==> config.mk <==
export PLATFORM = sky130hd
export DESIGN_NAME = ipcc_ctrl
export DESIGN_NICKNAME = d
export VERILOG_FILES = /design/src/rtl/core/ipcc_pkg.sv /design/src/rtl/core/ipcc_ctrl.sv
export SDC_FILE = /design/constraint.sdc
export NUM_CORES = 1
export LEC_CHECK = 0
export ABC_AREA = 1
export BUFFER_PORTS_ARGS = -buffer_cell sky130_fd_sc_hd__buf_2
export CELL_PAD_IN_SITES_DETAIL_PLACEMENT = 1
export CELL_PAD_IN_SITES_GLOBAL_PLACEMENT = 2
export CORE_AREA = 2 2 114 116
export DETAILED_ROUTE_END_ITERATION = 7
export DIE_AREA = 0 0 116 118
export PLACE_DENSITY_LB_ADDON = 0.05
export SYNTH_ARGS = -nofsm -noshare
export SYNTH_HDL_FRONTEND = slang
export SYNTH_SLANG_ARGS = --single-unit
==> constraint.sdc <==
create_clock -name clk -period 3.05 [get_ports clk]
set_input_delay 0.61 -clock clk [delete_from_list [all_inputs] [get_ports clk]]
set_output_delay 0.61 -clock clk [all_outputs]
set_load 0.05 [all_outputs]
==> src/rtl/core/ipcc_pkg.sv <==
// ----------------------------------------------------------------------------
// ipcc_pkg
// Shared widths, register codes, payload types and control structs for the
// inserted point clash check.
// ----------------------------------------------------------------------------
package ipcc_pkg;

  localparam int COORD_W    = 24;
  localparam int FI_W       = 8;
  localparam int BOX_W      = 24;
  localparam int DIST_W     = 25;
  localparam int PIDX_W     = 9;
  localparam int SQ_W       = 2 * COORD_W;
  localparam int SUM_W      = SQ_W + 2;
  localparam int ROOT_W     = SUM_W / 2;
  localparam int REM_W      = ROOT_W + 2;
  localparam int CFG_IDX_W  = 8;
  localparam int CFG_DATA_W = 24;

  localparam int MAX_POINTS_DEF = 256;

  localparam logic [CFG_IDX_W-1:0] REG_FIRST_INSERTED = 8'd0;
  localparam logic [CFG_IDX_W-1:0] REG_BOX_LENGTH     = 8'd1;

  localparam logic [FI_W-1:0]  FI_RESET  = 8'd96;
  localparam logic [BOX_W-1:0] BOX_RESET = 24'd792986;  // 12.10 in Q8.16

  typedef struct packed {
    logic [COORD_W-1:0] coord_x;
    logic [COORD_W-1:0] coord_y;
    logic [COORD_W-1:0] coord_z;
    logic               final_point;
  } point_t;

  typedef struct packed {
    logic [DIST_W-1:0] min_distance;
    logic [PIDX_W-1:0] problem_index;
    logic              too_few;
  } result_t;

  typedef struct packed {
    logic [COORD_W-1:0] x;
    logic [COORD_W-1:0] y;
    logic [COORD_W-1:0] z;
  } coords_t;

  typedef struct packed {
    logic wr_en;       // store incoming point
    logic rd_en;       // read point store
    logic load_pi;     // read data becomes the pivot point
    logic pair_valid;  // read data pairs with the pivot
    logic pair_ref;    // this pair is the reference pair
    logic init;        // start of a new check
    logic too_few;     // fewer than two points in the set
    logic load_out;    // capture result word
  } cmd_t;

  typedef struct packed {
    logic ref_done;    // reference distance available next cycle
    logic busy;        // pairs still in flight
  } status_t;

endpackage

==> src/rtl/core/ipcc_ctrl.sv <==
// ----------------------------------------------------------------------------
// ipcc_ctrl
// Sequencer: point loading, reference pair, pair walk, drain and result.
// ----------------------------------------------------------------------------
module ipcc_ctrl
  import ipcc_pkg::*;
#(
  parameter int MAX_POINTS = MAX_POINTS_DEF
) (
  input  logic                              clk,
  input  logic                              rst,
  input  logic                              point_valid,
  input  logic                              final_point,
  output logic                              point_stall,
  output logic                              result_valid,
  input  logic                              result_stall,
  input  logic [FI_W-1:0]                   first_inserted,
  output cmd_t                              cmd,
  input  status_t                           status,
  output logic [$clog2(MAX_POINTS)-1:0]     wr_addr,
  output logic [$clog2(MAX_POINTS)-1:0]     rd_addr,
  output logic [$clog2(MAX_POINTS + 1)-1:0] pair_idx,
  output logic [$clog2(MAX_POINTS + 1)-1:0] init_n
);

  localparam int IDX_W = $clog2(MAX_POINTS);
  localparam int CNT_W = $clog2(MAX_POINTS + 1);
  localparam logic [CNT_W-1:0] MAX_C = CNT_W'(MAX_POINTS);
  localparam logic [CNT_W-1:0] TWO_C = CNT_W'(2);

  typedef enum logic [2:0] {
    S_IDLE,
    S_REF_LD,
    S_REF_PR,
    S_REF_WAIT,
    S_SETI,
    S_PAIRS,
    S_DRAIN,
    S_FINISH
  } state_t;

  state_t state;
  logic [CNT_W-1:0] count, n_pts, idx_i, idx_j, count_next;
  logic [CNT_W+FI_W-1:0] fi_ext, n_ext;
  logic accept, has_room, out_free;

  assign accept     = point_valid && (state == S_IDLE);
  assign has_room   = count < MAX_C;
  assign count_next = has_room ? count + CNT_W'(1) : count;
  assign out_free   = !result_valid || !result_stall;
  assign fi_ext     = (CNT_W + FI_W)'(first_inserted);
  assign n_ext      = (CNT_W + FI_W)'(n_pts);

  assign point_stall = (state != S_IDLE);
  assign wr_addr     = count[IDX_W-1:0];
  assign pair_idx    = idx_i;
  assign init_n      = count_next;

  always_comb begin
    cmd     = '0;
    rd_addr = idx_j[IDX_W-1:0];
    unique case (state)
      S_IDLE: begin
        if (accept) begin
          cmd.wr_en = has_room;
          if (final_point) begin
            cmd.init    = 1'b1;
            cmd.too_few = count_next < TWO_C;
          end
        end
      end
      S_REF_LD: begin
        cmd.rd_en   = 1'b1;
        cmd.load_pi = 1'b1;
        rd_addr     = IDX_W'(1);
      end
      S_REF_PR: begin
        cmd.rd_en      = 1'b1;
        cmd.pair_valid = 1'b1;
        cmd.pair_ref   = 1'b1;
        rd_addr        = '0;
      end
      S_SETI: begin
        rd_addr = idx_i[IDX_W-1:0];
        if (idx_i < n_pts && idx_i != '0) begin
          cmd.rd_en   = 1'b1;
          cmd.load_pi = 1'b1;
        end
      end
      S_PAIRS: begin
        cmd.rd_en      = 1'b1;
        cmd.pair_valid = 1'b1;
      end
      S_FINISH: begin
        cmd.load_out = out_free;
      end
      default: begin
      end
    endcase
  end

  always_ff @(posedge clk) begin
    if (rst) begin
      state        <= S_IDLE;
      count        <= '0;
      result_valid <= 1'b0;
    end else begin
      if (cmd.load_out) begin
        result_valid <= 1'b1;
      end else if (!result_stall) begin
        result_valid <= 1'b0;
      end
      unique case (state)
        S_IDLE: begin
          if (accept) begin
            if (final_point) begin
              count <= '0;
              n_pts <= count_next;
              state <= (count_next < TWO_C) ? S_FINISH : S_REF_LD;
            end else begin
              count <= count_next;
            end
          end
        end
        S_REF_LD: state <= S_REF_PR;
        S_REF_PR: state <= S_REF_WAIT;
        S_REF_WAIT: begin
          if (status.ref_done) begin
            if (fi_ext >= n_ext) begin
              state <= S_DRAIN;
            end else begin
              idx_i <= fi_ext[CNT_W-1:0];
              state <= S_SETI;
            end
          end
        end
        S_SETI: begin
          if (idx_i >= n_pts) begin
            state <= S_DRAIN;
          end else if (idx_i == '0) begin
            idx_i <= idx_i + CNT_W'(1);   // index 0 has no earlier point
          end else begin
            idx_j <= '0;
            state <= S_PAIRS;
          end
        end
        S_PAIRS: begin
          if (idx_j + CNT_W'(1) == idx_i) begin
            idx_i <= idx_i + CNT_W'(1);
            state <= S_SETI;
          end else begin
            idx_j <= idx_j + CNT_W'(1);
          end
        end
        S_DRAIN: begin
          if (!status.busy) begin
            state <= S_FINISH;
          end
        end
        S_FINISH: begin
          if (out_free) begin
            state <= S_IDLE;
          end
        end
        default: state <= S_IDLE;
      endcase
    end
  end

endmodule

==> results <==
- The final route contains 2928 vias.
- Of the total power, the clock network draws 0.182.
- Of the available clock period, the critical path in the final layout requires 0.920.
- Adding up every negative setup slack in the final design gives 0 ns.
- STA classifies the critical path endpoint as a primary output.
- The finished layout holds 654 standard cells, fillers aside.
- The total track usage is 0.155.
- The arrival time of data at the critical path endpoint is 2.20 ns.
- Wires add up to 10.2 mm.
- Measured along the x axis, the die boundary spans 116 µm.
- In this run, synthesis produced a sequential element count of 40.
- Cell internal power was estimated by the tool at 1.38 mW.
- The die area is 13700 µm².
- The maximum VDD drop is 0.000315 V.
- In this run the critical register-to-register path is captured at idx_j[0].
- Port buffering added 58 buffers.
- The beginning of the critical path is count[0].
- By area the synthesized netlist is led by sky130_fd_sc_hd__edfxtp_1 27%, sky130_fd_sc_hd__nand2_1 14%, sky130_fd_sc_hd__ha_1 8.6%.
- The data required time of the worst path is 2.44 ns.
- The initial core utilization is 0.245.
- The first global-routing pass estimated 16.5 mm of wire.
- The final number of max-transition violations is 0.
- Routability-driven placement finished with a final weighted congestion of 0.749.
- On the final layout, the worst clock skew is 0.00369 ns.
- The net count of the finished layout is 517.
- Counting along the longest clock path gives a buffer depth of 2.
- The setup path with the least slack is of type flip-flop to primary output.
- The number of CTS-inserted buffers is 5.
- Setup repair after global routing left no endpoint under its margin.
- The number of sinks on the clock net is 40.
- The H-tree level count is 2.
- The number of maximum-capacitance constraint violations is 0.
- For the pin with the worst max-slew slack, the measured transition is 0.406 ns.
- Hold timing on the final database bottoms out at a slack of 0.490 ns.
- The post-DP HPWL is 8.45 mm.
- The average routed wire per standard cell is 15.5 µm.
- The part of the total power dissipated in sequential elements is 0.262.
- For the finished layout, the period the worst path requires is 2.81 ns.
- The number of diodes is 0.
- In this run the worst setup path terminates at cmd[1].
- The number of I/O pins is 59.
- The DRC violation count after routing is 0.
- The number of cells on the worst reg-to-reg path is 9.
- The sequential share of the synthesized area is 0.352.
- The clock latency on the worst-skew pair is 0.29 ns.
- The floorplan has 41 rows.
- Of the total power, combinational logic draws 0.555.
- In this run the clock root is driven by a sky130_fd_sc_hd__clkbuf_16.
- In the synthesized netlist, the number of instances is 420.
- The CTS tree is built.
- A synthesized cell averages 7.24 µm².
- The number of failing setup endpoints in the final timing report is 0.
- The worst hold-check path type is flip-flop to flip-flop.
- The via count of the first global-routing pass came to 3081.
- The Yosys step of the flow raised 0 warnings.
- For this design the ratio of total power to cell area is 789 nW/µm².
- The netlist uses 43 different library cells.
- For this run, the top clock speed supported by timing is 356 MHz.
- The number of instances in the placed design is 645.
- By count the netlist is led by 112 x sky130_fd_sc_hd__nand2_1, 58 x sky130_fd_sc_hd__inv_1, 44 x sky130_fd_sc_hd__nor2_1.
- The net switching fraction of the power is 0.525.
- Clock-pin slew was measured on the worst setup and hold paths at 0.06 ns.
- Of the post-synthesis cell area, the dominant cell type holds 0.267.
- Dividing the detail-routed via count by the number of cells gives 4.48.
- Entering global routing, the biggest net connects 17 pins.
- The most numerous cell in the Yosys netlist is sky130_fd_sc_hd__nand2_1.
- The detailed router finished its first iteration with 96 violations.
- The launch point of the worst reg-to-reg path is pair_idx[7].
- The number of nets handed over by synthesis was 456.
- The initial antenna violation count is 0.
- The area of the core is 12400 µm².
- The worst register-to-register path has a setup slack of 0.57 ns.
- The fraction of layout cells with a size suffix above 1 is 0.228.
- The area growth from synthesis to layout is 20.9%.
- The synthesized netlist occupies a cell area of 3040 µm².
- The worst slew slack as a fraction of its limit is 0.729.
- The fraction of registers with async set or reset after synthesis is 0.
- The number of detailed-route iterations in the first pass is 4.
- The analysis attributes to net switching a power of 1.52 mW.
- The flow ran to the end, and the final reports show no timing, DRC or antenna violations.
- For this run the aggregate overflow at the end of global routing stands at 0.
- The synthesized design contains 27 enable-type register cells.
- The final hold violation count was 0.
- The kind of start point of the critical path is a flip-flop.
- The predominant post-synthesis flop cell is sky130_fd_sc_hd__edfxtp_1.
- The largest fanout of any net on the critical path is 5.
- The floorplan step set the die height to 118 µm.
- The leakage power figure is 1.76 nW.
- The number of nets still failing antenna checks after routing is 0.
- The synthesized design spends more area on one cell type than any other, namely sky130_fd_sc_hd__edfxtp_1.
## layout by cell type, fill, tap and decap left out, types with 3 or more instances in the layout
cell                        Yosys  layout
sky130_fd_sc_hd__nor2_1        44      44
sky130_fd_sc_hd__buf_2          1      58
sky130_fd_sc_hd__ha_1          21      21
sky130_fd_sc_hd__a21oi_1       18      18
sky130_fd_sc_hd__buf_4          9       9
sky130_fd_sc_hd__nor2_2         8       8
sky130_fd_sc_hd__inv_2          7       7
sky130_fd_sc_hd__o22ai_1        7       7
sky130_fd_sc_hd__nand4_1        8       8
sky130_fd_sc_hd__nand2_1      112     112
sky130_fd_sc_hd__nor2_4         3       3
sky130_fd_sc_hd__nor3_1         6       6
sky130_fd_sc_hd__clkbuf_16      0       5
sky130_fd_sc_hd__o21ai_0        7       7
sky130_fd_sc_hd__dfxtp_1       13      13
sky130_fd_sc_hd__nand2_2        8       8
sky130_fd_sc_hd__inv_1         58      58
sky130_fd_sc_hd__nand3_1       24      23
sky130_fd_sc_hd__edfxtp_1      27      27
sky130_fd_sc_hd__nand3_2        3       4
sky130_fd_sc_hd__a31oi_1        3       3
sky130_fd_sc_hd__o21ai_1        3       3
## kinds of logic after synthesis
kind of cell,synth area share
AND/OR/NAND/NOR,0.336
buffers and inverters,0.109
AO/OA/AOI/OAI,0.102
flip-flops,0.352
adder cells (fa/ha/maj),0.0864
XOR/XNOR,0.0140
## power by group through the flow
stage / combinational [mW] / sequential, mW / clock (mW)
after floorplan: 1.10 / 0.850 / 0
after global placement: 1.62 / 0.773 / 0
after detailed placement: 1.62 / 0.775 / 0
after CTS: 1.63 / 0.763 / 0.548
after global routing: 1.77 / 0.775 / 0.570
final: 1.61 / 0.761 / 0.528
## metal layers
metal	global-route usage	part of all wire	vias up
met5	0	0	-
met4	0.0357	0.0097	0
met3	0.0252	0.025	6
met2	0.266	0.49	39
met1	0.203	0.47	1399
li1	-	-	1484
## state kept, by name, indices dropped and copies added (netlist names)
register / flops
count: 9
idx_j: 9
n_pts: 9
pair_idx: 9
state: 3
result_valid: 1
## worst min-delay path by stage
stage,start,endpoint,slack (ns),cells past startpoint
after floorplan,count[5],count[5],0.46,2
after global placement,count[5],count[5],0.47,2
after detailed placement,count[5],count[5],0.48,2
after CTS,count[5],count[5],0.49,2
after global routing,count[5],count[5],0.53,2
final,count[5],count[5],0.49,2
## worst max-delay path, stage by stage (launching register included)
cell                      delay, ns
sky130_fd_sc_hd__dfxtp_1       0.36
sky130_fd_sc_hd__ha_1          0.24
sky130_fd_sc_hd__and3_1        0.18
sky130_fd_sc_hd__a21oi_1       0.30
sky130_fd_sc_hd__nand3_1       0.12
sky130_fd_sc_hd__nor2_1        0.10
sky130_fd_sc_hd__nand3_1       0.18
sky130_fd_sc_hd__nor2_1        0.14
sky130_fd_sc_hd__buf_2         0.28
## layout make-up
cell class | instances | area (µm²)
Fill cell | 1585 | 8740
Clock buffer | 6 | 129
Clock inverter | 2 | 11.3
Multi-Input combinational cell | 301 | 1640
Sequential cell | 40 | 1070
Timing Repair Buffer | 67 | 358
Tap cell | 172 | 215
Inverter | 66 | 248
## what timing repair did
action                                  CTS  global route
endpoints found under the setup margin    0            10
hold buffers                              0             0
setup buffers                             0             1
gates resized for setup                   0             1
## metrics by stage
| stage | instance area (µm²) | utilization | total power, mW | setup slack (ns) |
|---|---|---|---|---|
| detailed placement | 3520 | 0.284 | 2.39 | 0.413 |
| floorplan | 3040 | - | 1.95 | 0.322 |
| global route | 3670 | 0.296 | 3.12 | 0.00882 |
| global placement | 3520 | 0.284 | 2.39 | 0.394 |
| finish | 3670 | 0.296 | 2.90 | 0.243 |
| CTS | 3660 | 0.295 | 2.94 | 0.0957 |
Power figures use the tool's default switching activity.
